==> src/rtl/sspc_pkg.sv <==
// Shared types and constants for the stepper step pulse controller.
// No dependencies; imported by every module of the block.
`default_nettype none

package sspc_pkg;

    localparam int CMD_W      = 32;
    localparam int OP_W       = 3;
    localparam int ST_W       = 3;
    localparam int TRAVEL_W   = 31;
    localparam int TIMEOUT_W  = 25;
    localparam int CFG_IDX_W  = 2;
    localparam int CFG_DATA_W = 31;

    localparam logic [OP_W-1:0] OP_NONE = 3'd0;
    localparam logic [OP_W-1:0] OP_REL  = 3'd1;
    localparam logic [OP_W-1:0] OP_ABS  = 3'd2;
    localparam logic [OP_W-1:0] OP_HOME = 3'd3;
    localparam logic [OP_W-1:0] OP_ZERO = 3'd4;

    localparam logic [ST_W-1:0] ST_NONE      = 3'd0;
    localparam logic [ST_W-1:0] ST_DONE      = 3'd1;
    localparam logic [ST_W-1:0] ST_ENDSTOP   = 3'd2;
    localparam logic [ST_W-1:0] ST_LIMIT     = 3'd3;
    localparam logic [ST_W-1:0] ST_HOMED     = 3'd4;
    localparam logic [ST_W-1:0] ST_TIMEOUT   = 3'd5;
    localparam logic [ST_W-1:0] ST_EXHAUSTED = 3'd6;

    localparam logic [CFG_IDX_W-1:0] CFG_MAX_TRAVEL   = 2'd0;
    localparam logic [CFG_IDX_W-1:0] CFG_HOME_FORWARD = 2'd1;
    localparam logic [CFG_IDX_W-1:0] CFG_HOME_TIMEOUT = 2'd2;
    localparam logic [CFG_IDX_W-1:0] CFG_DRIVER_EN    = 2'd3;

    localparam logic [TRAVEL_W-1:0]  MAX_TRAVEL_RST   = 31'h7FFF_FFFF;
    localparam logic [TIMEOUT_W-1:0] HOME_TIMEOUT_RST = 25'd20000000;

    typedef struct packed {
        logic [TRAVEL_W-1:0]  max_travel;
        logic                 home_forward;
        logic [TIMEOUT_W-1:0] home_timeout;
        logic                 driver_enable;
    } t_cfg;

endpackage

`default_nettype wire

==> src/rtl/sspc_cfg_regs.sv <==
// Configuration register file for the stepper step pulse controller.
// Depends on sspc_pkg for register indexes, reset values and t_cfg.
`default_nettype none

module sspc_cfg_regs
    import sspc_pkg::*;
(
    input  wire logic                  i_clk,
    input  wire logic                  i_rst_n,
    input  wire logic                  i_cfg_we,
    input  wire logic [CFG_IDX_W-1:0]  i_cfg_index,
    input  wire logic [CFG_DATA_W-1:0] i_cfg_data,
    output t_cfg                       o_cfg
);

    t_cfg r_cfg;

    always_ff @(posedge i_clk) begin
        if (!i_rst_n) begin
            r_cfg.max_travel    <= MAX_TRAVEL_RST;
            r_cfg.home_forward  <= 1'b1;
            r_cfg.home_timeout  <= HOME_TIMEOUT_RST;
            r_cfg.driver_enable <= 1'b0;
        end else if (i_cfg_we) begin
            unique case (i_cfg_index)
                CFG_MAX_TRAVEL:   r_cfg.max_travel    <= i_cfg_data[TRAVEL_W-1:0];
                CFG_HOME_FORWARD: r_cfg.home_forward  <= i_cfg_data[0];
                CFG_HOME_TIMEOUT: r_cfg.home_timeout  <= i_cfg_data[TIMEOUT_W-1:0];
                CFG_DRIVER_EN:    r_cfg.driver_enable <= i_cfg_data[0];
            endcase
        end
    end

    assign o_cfg = r_cfg;

endmodule

`default_nettype wire

==> src/rtl/stepper_step_pulse_controller.sv <==
// Stepper step/direction pulse generator with homing, top level.
// Depends on sspc_pkg and sspc_cfg_regs.
//
// Usage: every input beat is one microsecond tick carrying the endstop level
// and, while idle, an optional command (relative move, absolute move, home,
// zero position). Every input beat yields exactly one output beat with the
// step, direction and enable pin levels, the busy flag, the position and a
// status code for that tick.
// Both channels are valid/ready. An accepted beat is held in an input
// register; when the result register is free, the motion state is updated
// and the result register loaded. One beat per cycle is sustained while the
// receiver takes every result; the rate is set by the single state-update
// pass between the input and result registers. When the receiver stalls,
// the result register holds and the input register fills; input ready then
// follows output ready in the same cycle. Configuration writes take effect
// at the next edge; the user must make them while idle; the block does not
// enforce it. Synchronous reset clears position, motion state and both valid
// flags and loads the configuration reset values; no sweep follows reset.
`default_nettype none

module stepper_step_pulse_controller
    import sspc_pkg::*;
#(
    parameter int POSITION_WIDTH    = 32,
    parameter int HALF_PERIOD_WIDTH = 16
) (
    input  wire logic                         i_clk,
    input  wire logic                         i_rst_n,
    input  wire logic                         i_cfg_we,
    input  wire logic [CFG_IDX_W-1:0]         i_cfg_index,
    input  wire logic [CFG_DATA_W-1:0]        i_cfg_data,
    input  wire logic                         i_in_valid,
    output logic                              o_in_ready,
    input  wire logic                         i_endstop_pressed,
    input  wire logic [OP_W-1:0]              i_op,
    input  wire logic signed [CMD_W-1:0]      i_cmd_steps,
    input  wire logic                         i_direction,
    input  wire logic [HALF_PERIOD_WIDTH-1:0] i_half_period_us,
    output logic                              o_out_valid,
    input  wire logic                         i_out_ready,
    output logic                              o_step_out,
    output logic                              o_dir_out,
    output logic                              o_enable_n,
    output logic                              o_busy_res,
    output logic signed [POSITION_WIDTH-1:0]  o_position,
    output logic [ST_W-1:0]                   o_status
);

    localparam int PW  = POSITION_WIDTH;
    localparam int HPW = HALF_PERIOD_WIDTH;
    localparam int DW  = ((PW > CMD_W) ? PW : CMD_W) + 1;
    localparam int AW  = ((PW + 1) > TRAVEL_W + 1) ? (PW + 1) : (TRAVEL_W + 1);

    typedef enum logic [1:0] {
        MODE_IDLE,
        MODE_MOVE,
        MODE_HOME
    } t_mode;

    t_cfg cfg;

    sspc_cfg_regs u_cfg_regs (
        .i_clk       (i_clk),
        .i_rst_n     (i_rst_n),
        .i_cfg_we    (i_cfg_we),
        .i_cfg_index (i_cfg_index),
        .i_cfg_data  (i_cfg_data),
        .o_cfg       (cfg)
    );

    // input register
    logic                     r_in_valid;
    logic                     r_es;
    logic [OP_W-1:0]          r_op;
    logic signed [CMD_W-1:0]  r_cmd;
    logic                     r_dir;
    logic [HPW-1:0]           r_hp;

    // motion state
    logic [PW-1:0]            r_pos,     n_pos;
    logic [DW-1:0]            r_sl,      n_sl;
    logic [HPW-1:0]           r_ptimer,  n_ptimer;
    logic                     r_phigh,   n_phigh;
    t_mode                    r_mode,    n_mode;
    logic                     r_fwd,     n_fwd;
    logic [HPW-1:0]           r_lhp,     n_lhp;
    logic [TIMEOUT_W-1:0]     r_elapsed, n_elapsed;

    // result register
    logic                     r_out_valid;
    logic                     r_step, r_dir_o, r_en_n, r_busy;
    logic [PW-1:0]            r_pos_o;
    logic [ST_W-1:0]          r_st;

    logic                     adv;
    logic                     do_begin;
    logic [ST_W-1:0]          n_st;
    logic [HPW-1:0]           limit;
    logic signed [DW-1:0]     delta;
    logic [PW-1:0]            pos_step;
    logic signed [AW-1:0]     pos_x;
    logic [AW-1:0]            pos_abs;

    assign adv        = r_in_valid && (!r_out_valid || i_out_ready);
    assign o_in_ready = !r_in_valid || adv;

    assign limit    = (r_lhp == '0) ? HPW'(1) : r_lhp;
    assign delta    = DW'(r_cmd) - DW'($signed(r_pos));
    assign pos_step = r_fwd ? r_pos + 1'b1 : r_pos - 1'b1;
    assign pos_x    = AW'($signed(pos_step));
    assign pos_abs  = pos_x[AW-1] ? AW'(-pos_x) : AW'(pos_x);

    always_comb begin
        n_pos     = r_pos;
        n_sl      = r_sl;
        n_ptimer  = r_ptimer;
        n_phigh   = r_phigh;
        n_mode    = r_mode;
        n_fwd     = r_fwd;
        n_lhp     = r_lhp;
        n_elapsed = r_elapsed;
        n_st      = ST_NONE;
        do_begin  = 1'b0;

        if (r_mode != MODE_IDLE) begin
            if (r_mode == MODE_HOME && r_elapsed != '1) begin
                n_elapsed = r_elapsed + 1'b1;
            end
            n_ptimer = r_ptimer + 1'b1;
            if (n_ptimer >= limit) begin
                if (r_phigh) begin
                    n_phigh  = 1'b0;
                    n_ptimer = '0;
                end else begin
                    n_pos = pos_step;
                    n_sl  = r_sl - 1'b1;
                    if (r_mode == MODE_MOVE && pos_abs > AW'(cfg.max_travel)) begin
                        n_mode = MODE_IDLE;
                        n_st   = ST_LIMIT;
                    end else if (n_sl == '0) begin
                        n_st   = (r_mode == MODE_MOVE) ? ST_DONE : ST_EXHAUSTED;
                        n_mode = MODE_IDLE;
                    end else begin
                        do_begin = 1'b1;
                    end
                end
            end
        end else begin
            unique case (r_op)
                OP_REL: begin
                    if (r_cmd > 0) begin
                        n_mode    = MODE_MOVE;
                        n_fwd     = r_dir;
                        n_sl      = DW'(unsigned'(r_cmd));
                        n_lhp     = r_hp;
                        n_elapsed = '0;
                        do_begin  = 1'b1;
                    end
                end
                OP_ABS: begin
                    if (delta != '0) begin
                        n_mode    = MODE_MOVE;
                        n_fwd     = !delta[DW-1];
                        n_sl      = delta[DW-1] ? DW'(-delta) : DW'(delta);
                        n_lhp     = r_hp;
                        n_elapsed = '0;
                        do_begin  = 1'b1;
                    end
                end
                OP_HOME: begin
                    n_fwd = cfg.home_forward;
                    if (r_cmd > 0) begin
                        n_mode    = MODE_HOME;
                        n_sl      = DW'(unsigned'(r_cmd));
                        n_lhp     = r_hp;
                        n_elapsed = '0;
                        do_begin  = 1'b1;
                    end else begin
                        n_st = ST_EXHAUSTED;
                    end
                end
                OP_ZERO: begin
                    n_pos = '0;
                end
                default: begin
                end
            endcase
        end

        // start of a step: endstop and timeout checks
        if (do_begin) begin
            if (r_es) begin
                if (n_mode == MODE_HOME) begin
                    n_pos = '0;
                    n_st  = ST_HOMED;
                end else begin
                    n_st  = ST_ENDSTOP;
                end
                n_mode = MODE_IDLE;
            end else if (n_mode == MODE_HOME && n_elapsed > cfg.home_timeout) begin
                n_mode = MODE_IDLE;
                n_st   = ST_TIMEOUT;
            end else begin
                n_phigh  = 1'b1;
                n_ptimer = '0;
            end
        end
    end

    always_ff @(posedge i_clk) begin
        if (!i_rst_n) begin
            r_in_valid  <= 1'b0;
            r_out_valid <= 1'b0;
            r_pos       <= '0;
            r_sl        <= '0;
            r_ptimer    <= '0;
            r_phigh     <= 1'b0;
            r_mode      <= MODE_IDLE;
            r_fwd       <= 1'b0;
            r_lhp       <= '0;
            r_elapsed   <= '0;
        end else begin
            if (i_in_valid && o_in_ready) begin
                r_in_valid <= 1'b1;
                r_es       <= i_endstop_pressed;
                r_op       <= i_op;
                r_cmd      <= i_cmd_steps;
                r_dir      <= i_direction;
                r_hp       <= i_half_period_us;
            end else if (adv) begin
                r_in_valid <= 1'b0;
            end

            if (adv) begin
                r_pos       <= n_pos;
                r_sl        <= n_sl;
                r_ptimer    <= n_ptimer;
                r_phigh     <= n_phigh;
                r_mode      <= n_mode;
                r_fwd       <= n_fwd;
                r_lhp       <= n_lhp;
                r_elapsed   <= n_elapsed;
                r_out_valid <= 1'b1;
                r_step      <= n_phigh;
                r_dir_o     <= n_fwd;
                r_en_n      <= !cfg.driver_enable;
                r_busy      <= (n_mode != MODE_IDLE);
                r_pos_o     <= n_pos;
                r_st        <= n_st;
            end else if (i_out_ready) begin
                r_out_valid <= 1'b0;
            end
        end
    end

    assign o_out_valid = r_out_valid;
    assign o_step_out  = r_step;
    assign o_dir_out   = r_dir_o;
    assign o_enable_n  = r_en_n;
    assign o_busy_res  = r_busy;
    assign o_position  = $signed(r_pos_o);
    assign o_status    = r_st;

    a_stop_not_busy: assert property (@(posedge i_clk) disable iff (!i_rst_n)
        o_out_valid && o_status != ST_NONE |-> !o_busy_res)
        else $error("stop status reported while busy");

    a_homed_zero: assert property (@(posedge i_clk) disable iff (!i_rst_n)
        o_out_valid && o_status == ST_HOMED |-> o_position == '0)
        else $error("homed without zero position");

    a_hold_input: assert property (@(posedge i_clk) disable iff (!i_rst_n)
        r_in_valid && !adv |=> r_in_valid && $stable(r_cmd) && $stable(r_op))
        else $error("pending input beat lost");

    a_idle_sl: assert property (@(posedge i_clk) disable iff (!i_rst_n)
        adv && r_mode != MODE_IDLE && n_mode != MODE_IDLE |-> n_sl != '0)
        else $error("running with no steps left");

endmodule

`default_nettype wire

==> config.mk <==
export PLATFORM = sky130hd
export DESIGN_NAME = stepper_step_pulse_controller
export DESIGN_NICKNAME = d
export VERILOG_FILES = /design/src/rtl/sspc_pkg.sv /design/src/rtl/sspc_cfg_regs.sv /design/src/rtl/stepper_step_pulse_controller.sv
export SDC_FILE = /design/constraint.sdc
export NUM_CORES = 1
export LEC_CHECK = 0
export BUFFER_PORTS_ARGS = -buffer_cell sky130_fd_sc_hd__buf_2
export CORE_MARGIN = 2
export CORE_UTILIZATION = 66
export CTS_BUF_LIST = sky130_fd_sc_hd__clkbuf_4 sky130_fd_sc_hd__clkbuf_8
export DETAILED_ROUTE_END_ITERATION = 8
export PLACE_DENSITY_LB_ADDON = 0.12
export SLEW_MARGIN = 20
export SYNTH_ARGS = -nofsm -noshare
export SYNTH_HDL_FRONTEND = slang
export SYNTH_SLANG_ARGS = --single-unit
==> constraint.sdc <==
create_clock -name i_clk -period 12.5 [get_ports i_clk]
set_input_delay 2.5 -clock i_clk [delete_from_list [all_inputs] [get_ports i_clk]]
set_output_delay 2.5 -clock i_clk [all_outputs]
set_load 0.01 [all_outputs]
==> results of run 1 <==
==> synth_stat cells, drive strengths merged, types with 7 or more instances <==
cell type / count / area share
dfxtp: 186 / 0.18
and2: 23 / 0.0070
a311oi: 7 / 0.0030
ha: 140 / 0.086
a211oi: 43 / 0.016
a21o: 59 / 0.022
or2: 29 / 0.0089
nand3: 90 / 0.022
or4: 19 / 0.0071
o21ai: 165 / 0.040
nand2: 286 / 0.053
or3: 33 / 0.010
buf: 31 / 0.0086
o22ai: 11 / 0.0034
o2111ai: 13 / 0.0056
nor4: 33 / 0.011
o211a: 7 / 0.0034
inv: 141 / 0.026
o21bai: 8 / 0.0029
nor3b: 9 / 0.0033
clkbuf: 107 / 0.020
nor3: 56 / 0.014
a31oi: 50 / 0.016
a21oi: 234 / 0.057
o32ai: 16 / 0.011
a211o: 10 / 0.0043
o211ai: 60 / 0.022
o311ai: 7 / 0.0034
nor2b: 13 / 0.0040
mux2i: 13 / 0.0064
and3: 22 / 0.0067
nor2: 213 / 0.039
xnor2: 65 / 0.028
edfxtp: 92 / 0.13
xor2: 44 / 0.019
nand2b: 28 / 0.0086
o31ai: 17 / 0.0069
a32o: 25 / 0.012
nand4: 45 / 0.014
or4b: 8 / 0.0043
o21a: 29 / 0.011
==> layer usage <==
layer / vias to the layer above / wire length [µm] / GRT usage
met3: 200 / 6320 / 0.0544
met5: - / 0 / 0
met1: 9622 / 26300 / 0.526
met4: 0 / 2990 / 0.162
met2: 1153 / 28200 / 0.590
li1: 9671 / - / -
==> area by class of cell <==
class | count | area (µm²) | area share
Multi-Input combinational cell | 2015 | 12900 | 0.573
Sequential cell | 278 | 6490 | 0.287
Clock buffer | 69 | 900 | 0.0399
Timing Repair Buffer | 158 | 858 | 0.0380
Inverter | 141 | 529 | 0.0234
Tap cell | 396 | 495 | 0.0220
Clock inverter | 22 | 375 | 0.0166
==> state kept, by name, indices dropped and copies added (netlist names), 2 cells and up <==
name / flops
o_position: 32
o_status: 3
r_cmd: 32
r_elapsed: 25
r_hp: 16
r_lhp: 16
r_mode: 2
r_op: 3
r_pos: 32
r_ptimer: 16
r_sl: 33
u_cfg_regs.o_cfg: 58
==> worst max-delay path by stage <==
stage               start   endpoint  cells after the start
floorplan           r_fwd  r_pos[17]                     24
CTS                 r_fwd  r_pos[21]                     24
global placement    r_fwd  r_pos[31]                     24
detailed placement  r_fwd  r_pos[24]                     24
finish              r_fwd  r_pos[21]                     24
global route        r_fwd  r_pos[21]                     24
==> power by group <==
part / switching [mW] / leakage (nW) / total (mW) / internal, mW
clock: 0.411 / 0.659 / 1.09 / 0.675
combinational: 0.396 / 6.28 / 0.623 / 0.227
sequential: 0.0274 / 2.38 / 0.993 / 0.966
total: 0.835 / 9.31 / 2.70 / 1.87
==> per-stage QoR <==
| step | instances | hold WS [ps] | area (µm²) | utilization |
|---|---|---|---|---|
| after floorplan | 2572 | 427 | 20500 | - |
| after global placement | 2988 | 434 | 21300 | 0.696 |
| after detailed placement | 2988 | 445 | 21300 | 0.696 |
| after CTS | 3079 | 458 | 22600 | 0.738 |
| after global routing | 3079 | 477 | 22600 | 0.738 |
| final | 3079 | 459 | 22600 | 0.738 |
==> critical path: stages (launching register included) <==
cell and delay [ps]:
dfxtp_1 370, inv_1 350, buf_4 360, ha_1 330, a211o_1 340, a2111oi_0 560
o21a_1 250, a21o_1 130, xor2_1 580, or3b_2 520, or4b_2 700, nand2b_1 230
o21ai_0 380, o21ai_0 190, xnor2_1 180, ha_1 300, nand4_1 120, or4_1 550
o211ai_1 350, nor2_1 60, or3_1 420, a211oi_4 240, buf_4 450, o21ai_1 460
a32o_1 410
==> logic make-up after synthesis <==
logic type | count (synthesis)
muxes | 15
buffers and inverters | 279
DFF | 278
xor gates and xnor gates | 109
and+or+nand+nor | 933
adders and majority gates | 142
AOI/OAI and AO/OA | 816
==> results_dict.tcl, run 1 <==
set metrics [dict create \
    status "finished, final reports clean" \
    final_common_cell "nand2_1" \
    wl_per_cell_um 20.7 \
    crit_required_ps 12990 \
    synth_edf_count 92 \
    clock_latency_ps 610 \
    dieArea_um2 32500 \
    grt_max_degree 96 \
    drv_cap 0 \
    cts_resized 0 \
    final_cell_mix "285 x nand2_1, 234 x a21oi_1, 210 x nor2_1" \
    synthMuxAreaShare 0.00745 \
    port_buffers 131 \
    syn_inst 2572 \
    synth_flop_cell "dfxtp_1" \
    worstSetupPathType "flip-flop to flip-flop" \
    gp_congestion 1.02 \
    syn_area_um2 20500 \
    synth_fa_ha_area_frac 0.0875 \
    async_flop_share 0 \
    post_cts_buffers 0 \
    r2r_end "r_pos[21]" \
    tns_ps 0 \
    synth_compound_area_frac 0.264 \
    cts_max_level 2 \
    worstPathMaxFanout 40 \
    nets 2876 \
    cts.sinks 278 \
    drtIter0Drc 2513 \
    fp.dieH_um 180 \
    synth_top_family_by_area "compound AO/OA/AOI/OAI gates" \
    cts.clk_slew.worst_paths_ps 60 \
    grt_pass1_vias 19000 \
    hold_path_end "u_cfg_regs.o_cfg[8]" \
    area_delta_synth_final_pct 10.2 \
    rsz0062_at_grt "false" \
    max_freq_mhz 111 \
    rows 64 \
    period_needed_ps 8970 \
    synth_warnings 0 \
    hold_path_depth 2 \
    synth_seq_area_share 0.317 \
    irDropWorstVdd_mv 0.0838 \
    critPathLaunchType "flip-flop" \
    powerDensity_nw_per_um2 120 \
    dp_hpwl_mm 46.8 \
    yosys_register_bits 278 \
    worstHoldPathType "flip-flop to flip-flop" \
    nFillCells 2421 \
    rrSetupSlack_ps 3530 \
    synth_area_per_cell_um2 7.96 \
    viasPerCell 6.71 \
    antenna_found_initial 0 \
    drt_wl_total_mm 63.7 \
    gr-total-overflow 0 \
    firstDrtPassIters 7 \
    period_share 0.718 \
    antenna_cells 0 \
    skew_ps 17.5 \
    cts_tree "built" \
    clock-root-buffer "clkbuf_8" \
    setup_violations 0 \
    start_util 0.670 \
    crit_path_end_kind "flip-flop" \
    cp.arrival_ps 9460 \
    relSlewSlack 0.275 \
    dpl_worst_slack_ps 3730 \
    cts_hold_buf 0 \
    cts_buffer_depth 3 \
    finalHoldViolCount 0 \
    synth_xor_area_frac 0.0466 \
    syn-num-nets 2805 \
    drive_gt1_frac 0.121 \
    grt_usage 0.378 \
    p_leak_nw 9.31 \
    core_area_um2 30600 \
    drc 0 \
    reg2regPathDepth 24 \
    synthSimpleGateAreaFrac 0.224 \
    min_from "u_cfg_regs.o_cfg[8]" \
    worst_slack_ps 3530 \
    tightest_slew_ps 1090 \
    numCtsBuffers 49 \
    grt_pass1_wl_mm 101 \
    route.vias.total 20600 \
    ys_types 94 \
    ios 132 \
    ant_nets 0 \
    r2r_start "r_fwd" \
    p_total_mw 2.70 \
    chipWidth_um 180 \
    slew_viol_final 0 \
]
No activity file was read; power rests on OpenSTA's default activity.
==> run 2: changes to the inputs <==
--- a/config.mk
+++ b/config.mk
@@ -7,7 +7,7 @@
 export LEC_CHECK = 0
 export BUFFER_PORTS_ARGS = -buffer_cell sky130_fd_sc_hd__buf_2
 export CORE_MARGIN = 2
-export CORE_UTILIZATION = 66
+export CORE_UTILIZATION = 58
 export CTS_BUF_LIST = sky130_fd_sc_hd__clkbuf_4 sky130_fd_sc_hd__clkbuf_8
 export DETAILED_ROUTE_END_ITERATION = 8
 export PLACE_DENSITY_LB_ADDON = 0.12
==> constraint.sdc (replaced) <==
create_clock -name i_clk -period 7.9 [get_ports i_clk]
set_input_delay 1.58 -clock i_clk [delete_from_list [all_inputs] [get_ports i_clk]]
set_output_delay 1.58 -clock i_clk [all_outputs]
set_load 0.01 [all_outputs]
==> results_dict.tcl, run 2 (synthesis results as in run 1) <==
set metrics [dict create \
    status "finished, final reports clean" \
    dieArea_um2 36800 \
    r2r_start "r_pos[0]" \
    numCtsBuffers 48 \
    switching_share 0.327 \
    clock-root-buffer "clkbuf_8" \
    fp.dieH_um 192 \
    reg2regPathDepth 28 \
    cp.arrival_ps 7990 \
    cts_buffer_depth 3 \
    worst-path-stages 28 \
    rows 68 \
    r2r_end "r_ptimer[10]" \
    clkPwrFrac 0.361 \
    cts_max_level 2 \
    route.vias.total 20500 \
    p_leak_nw 9.41 \
    setup_violations 0 \
    final_util 0.657 \
    switchingPower_mw 1.33 \
    period_needed_ps 7460 \
    p_total_mw 4.06 \
    slowest_stage "or4b_4" \
    critPathBufInv 3 \
    worstHoldPathType "flip-flop to flip-flop" \
    drtIter0Drc 1820 \
    combPwrFrac 0.252 \
    antenna_found_initial 0 \
    cp_top_family "simple AND/OR/NAND/NOR gates" \
    core_area_um2 34600 \
    place_area_um2 21600 \
    intPower_mw 2.73 \
    final_common_cell "nand2_1" \
    period_share 0.945 \
    drive_gt1_frac 0.133 \
    worst_slack_ps 438 \
    grt_usage 0.355 \
    holdWs_ps 453 \
    stdcell_count 3170 \
    skew_ps 29.5 \
    crit_required_ps 8430 \
    firstDrtPassIters 6 \
    start_util 0.592 \
    crit_path_start "r_pos[0]" \
    regArea_um2 6490 \
    dp_cells 3079 \
    slowest_delay_ps 590 \
    clock_latency_ps 640 \
    gr-total-overflow 0 \
    crit_path_end_kind "flip-flop" \
    gp_congestion 1.01 \
    cts.clk_slew.worst_paths_ps 60 \
    p_seq_frac 0.388 \
    port_buffers 131 \
    finalInstanceArea_um2 22800 \
    grt_max_degree 96 \
    dp_hpwl_mm 49.8 \
    worstPathMaxFanout 17 \
    viasPerCell 6.45 \
    powerDensity_nw_per_um2 178 \
    rrSetupSlack_ps 440 \
    slew_viol_final 0 \
    antenna_cells 0 \
    grt_pass1_wl_mm 103 \
    relSlewSlack 0.273 \
    drv_cap 0 \
    max_freq_mhz 134 \
    chipWidth_um 192 \
    multi_input_area_um2 13000 \
    grt_pass1_vias 18600 \
    tns_ps 0 \
    irDropWorstVdd_mv 0.190 \
    crit_path_end "r_ptimer[10]" \
    ant_nets 0 \
    worstSetupPathType "flip-flop to flip-flop" \
    nets 2909 \
    dpl_worst_slack_ps 97.7 \
    wl_per_cell_um 20.9 \
    tightest_slew_ps 1090 \
    area_delta_synth_final_pct 11.1 \
    cts_tree "built" \
    ios 132 \
    drc 0 \
    critPathLaunchType "flip-flop" \
    final_cell_mix "284 x nand2_1, 233 x a21oi_1, 209 x nor2_1" \
    finalHoldViolCount 0 \
    largest_reg_flops 58 \
    cts.sinks 278 \
    drt_wl_total_mm 66.2 \
    nFillCells 3010 \
]
==> run 2: layer usage <==
layer  share of wire  vias up  global-route usage  routed length [µm]
met5               0        -                   0                   0
met4           0.037        0               0.135                2430
met3           0.090      148              0.0634                5980
met2            0.43      941               0.539               28800
met1            0.44     9633               0.502               29000
li1                -     9730                   -                   -
==> run 2: power by group through the flow <==
| stage | sequential, mW | clock, mW | combinational, mW |
|---|---|---|---|
| global placement | 1.60 | 0 | 0.961 |
| CTS | 1.57 | 1.49 | 0.992 |
| finish | 1.57 | 1.46 | 1.02 |
| global route | 1.58 | 1.55 | 1.11 |
| floorplan | 1.58 | 0 | 0.695 |
| detailed placement | 1.60 | 0 | 0.987 |
==> run 2: worst register-to-register path, delay by kind of cell (launching register included) <==
family	cells	cell delay (ps)
flops	1	310
fa+ha+maj	3	860
compound gates	9	1960
simple gates	13	3560
buf+inv	3	680
==> run 2: worst min path at each step <==
stage	startpoint	endpoint	slack, ps	cells past startpoint
floorplan	u_cfg_regs.o_cfg[0]	o_enable_n	430	1
CTS	u_cfg_regs.o_cfg[7]	u_cfg_regs.o_cfg[7]	460	2
finish	r_lhp[0]	r_lhp[0]	450	2
detailed placement	u_cfg_regs.o_cfg[18]	u_cfg_regs.o_cfg[18]	450	2
global placement	u_cfg_regs.o_cfg[7]	u_cfg_regs.o_cfg[7]	440	2
global route	u_cfg_regs.o_cfg[18]	u_cfg_regs.o_cfg[18]	470	2
==> run 2: layout make-up <==
type,instances,share of cell area
tap,455,0.0250
clock inverter,21,0.00885
sequential,278,0.285
multi-input combinational,2015,0.570
timing repair buffer,192,0.0489
inverter,141,0.0233
clock buffer,68,0.0384
==> run 2: timing repair <==
item	4_1_cts	5_1_grt
hold buffers	0	0
buffers inserted	0	2
setup endpoints to repair	0	83
resized for setup	0	12
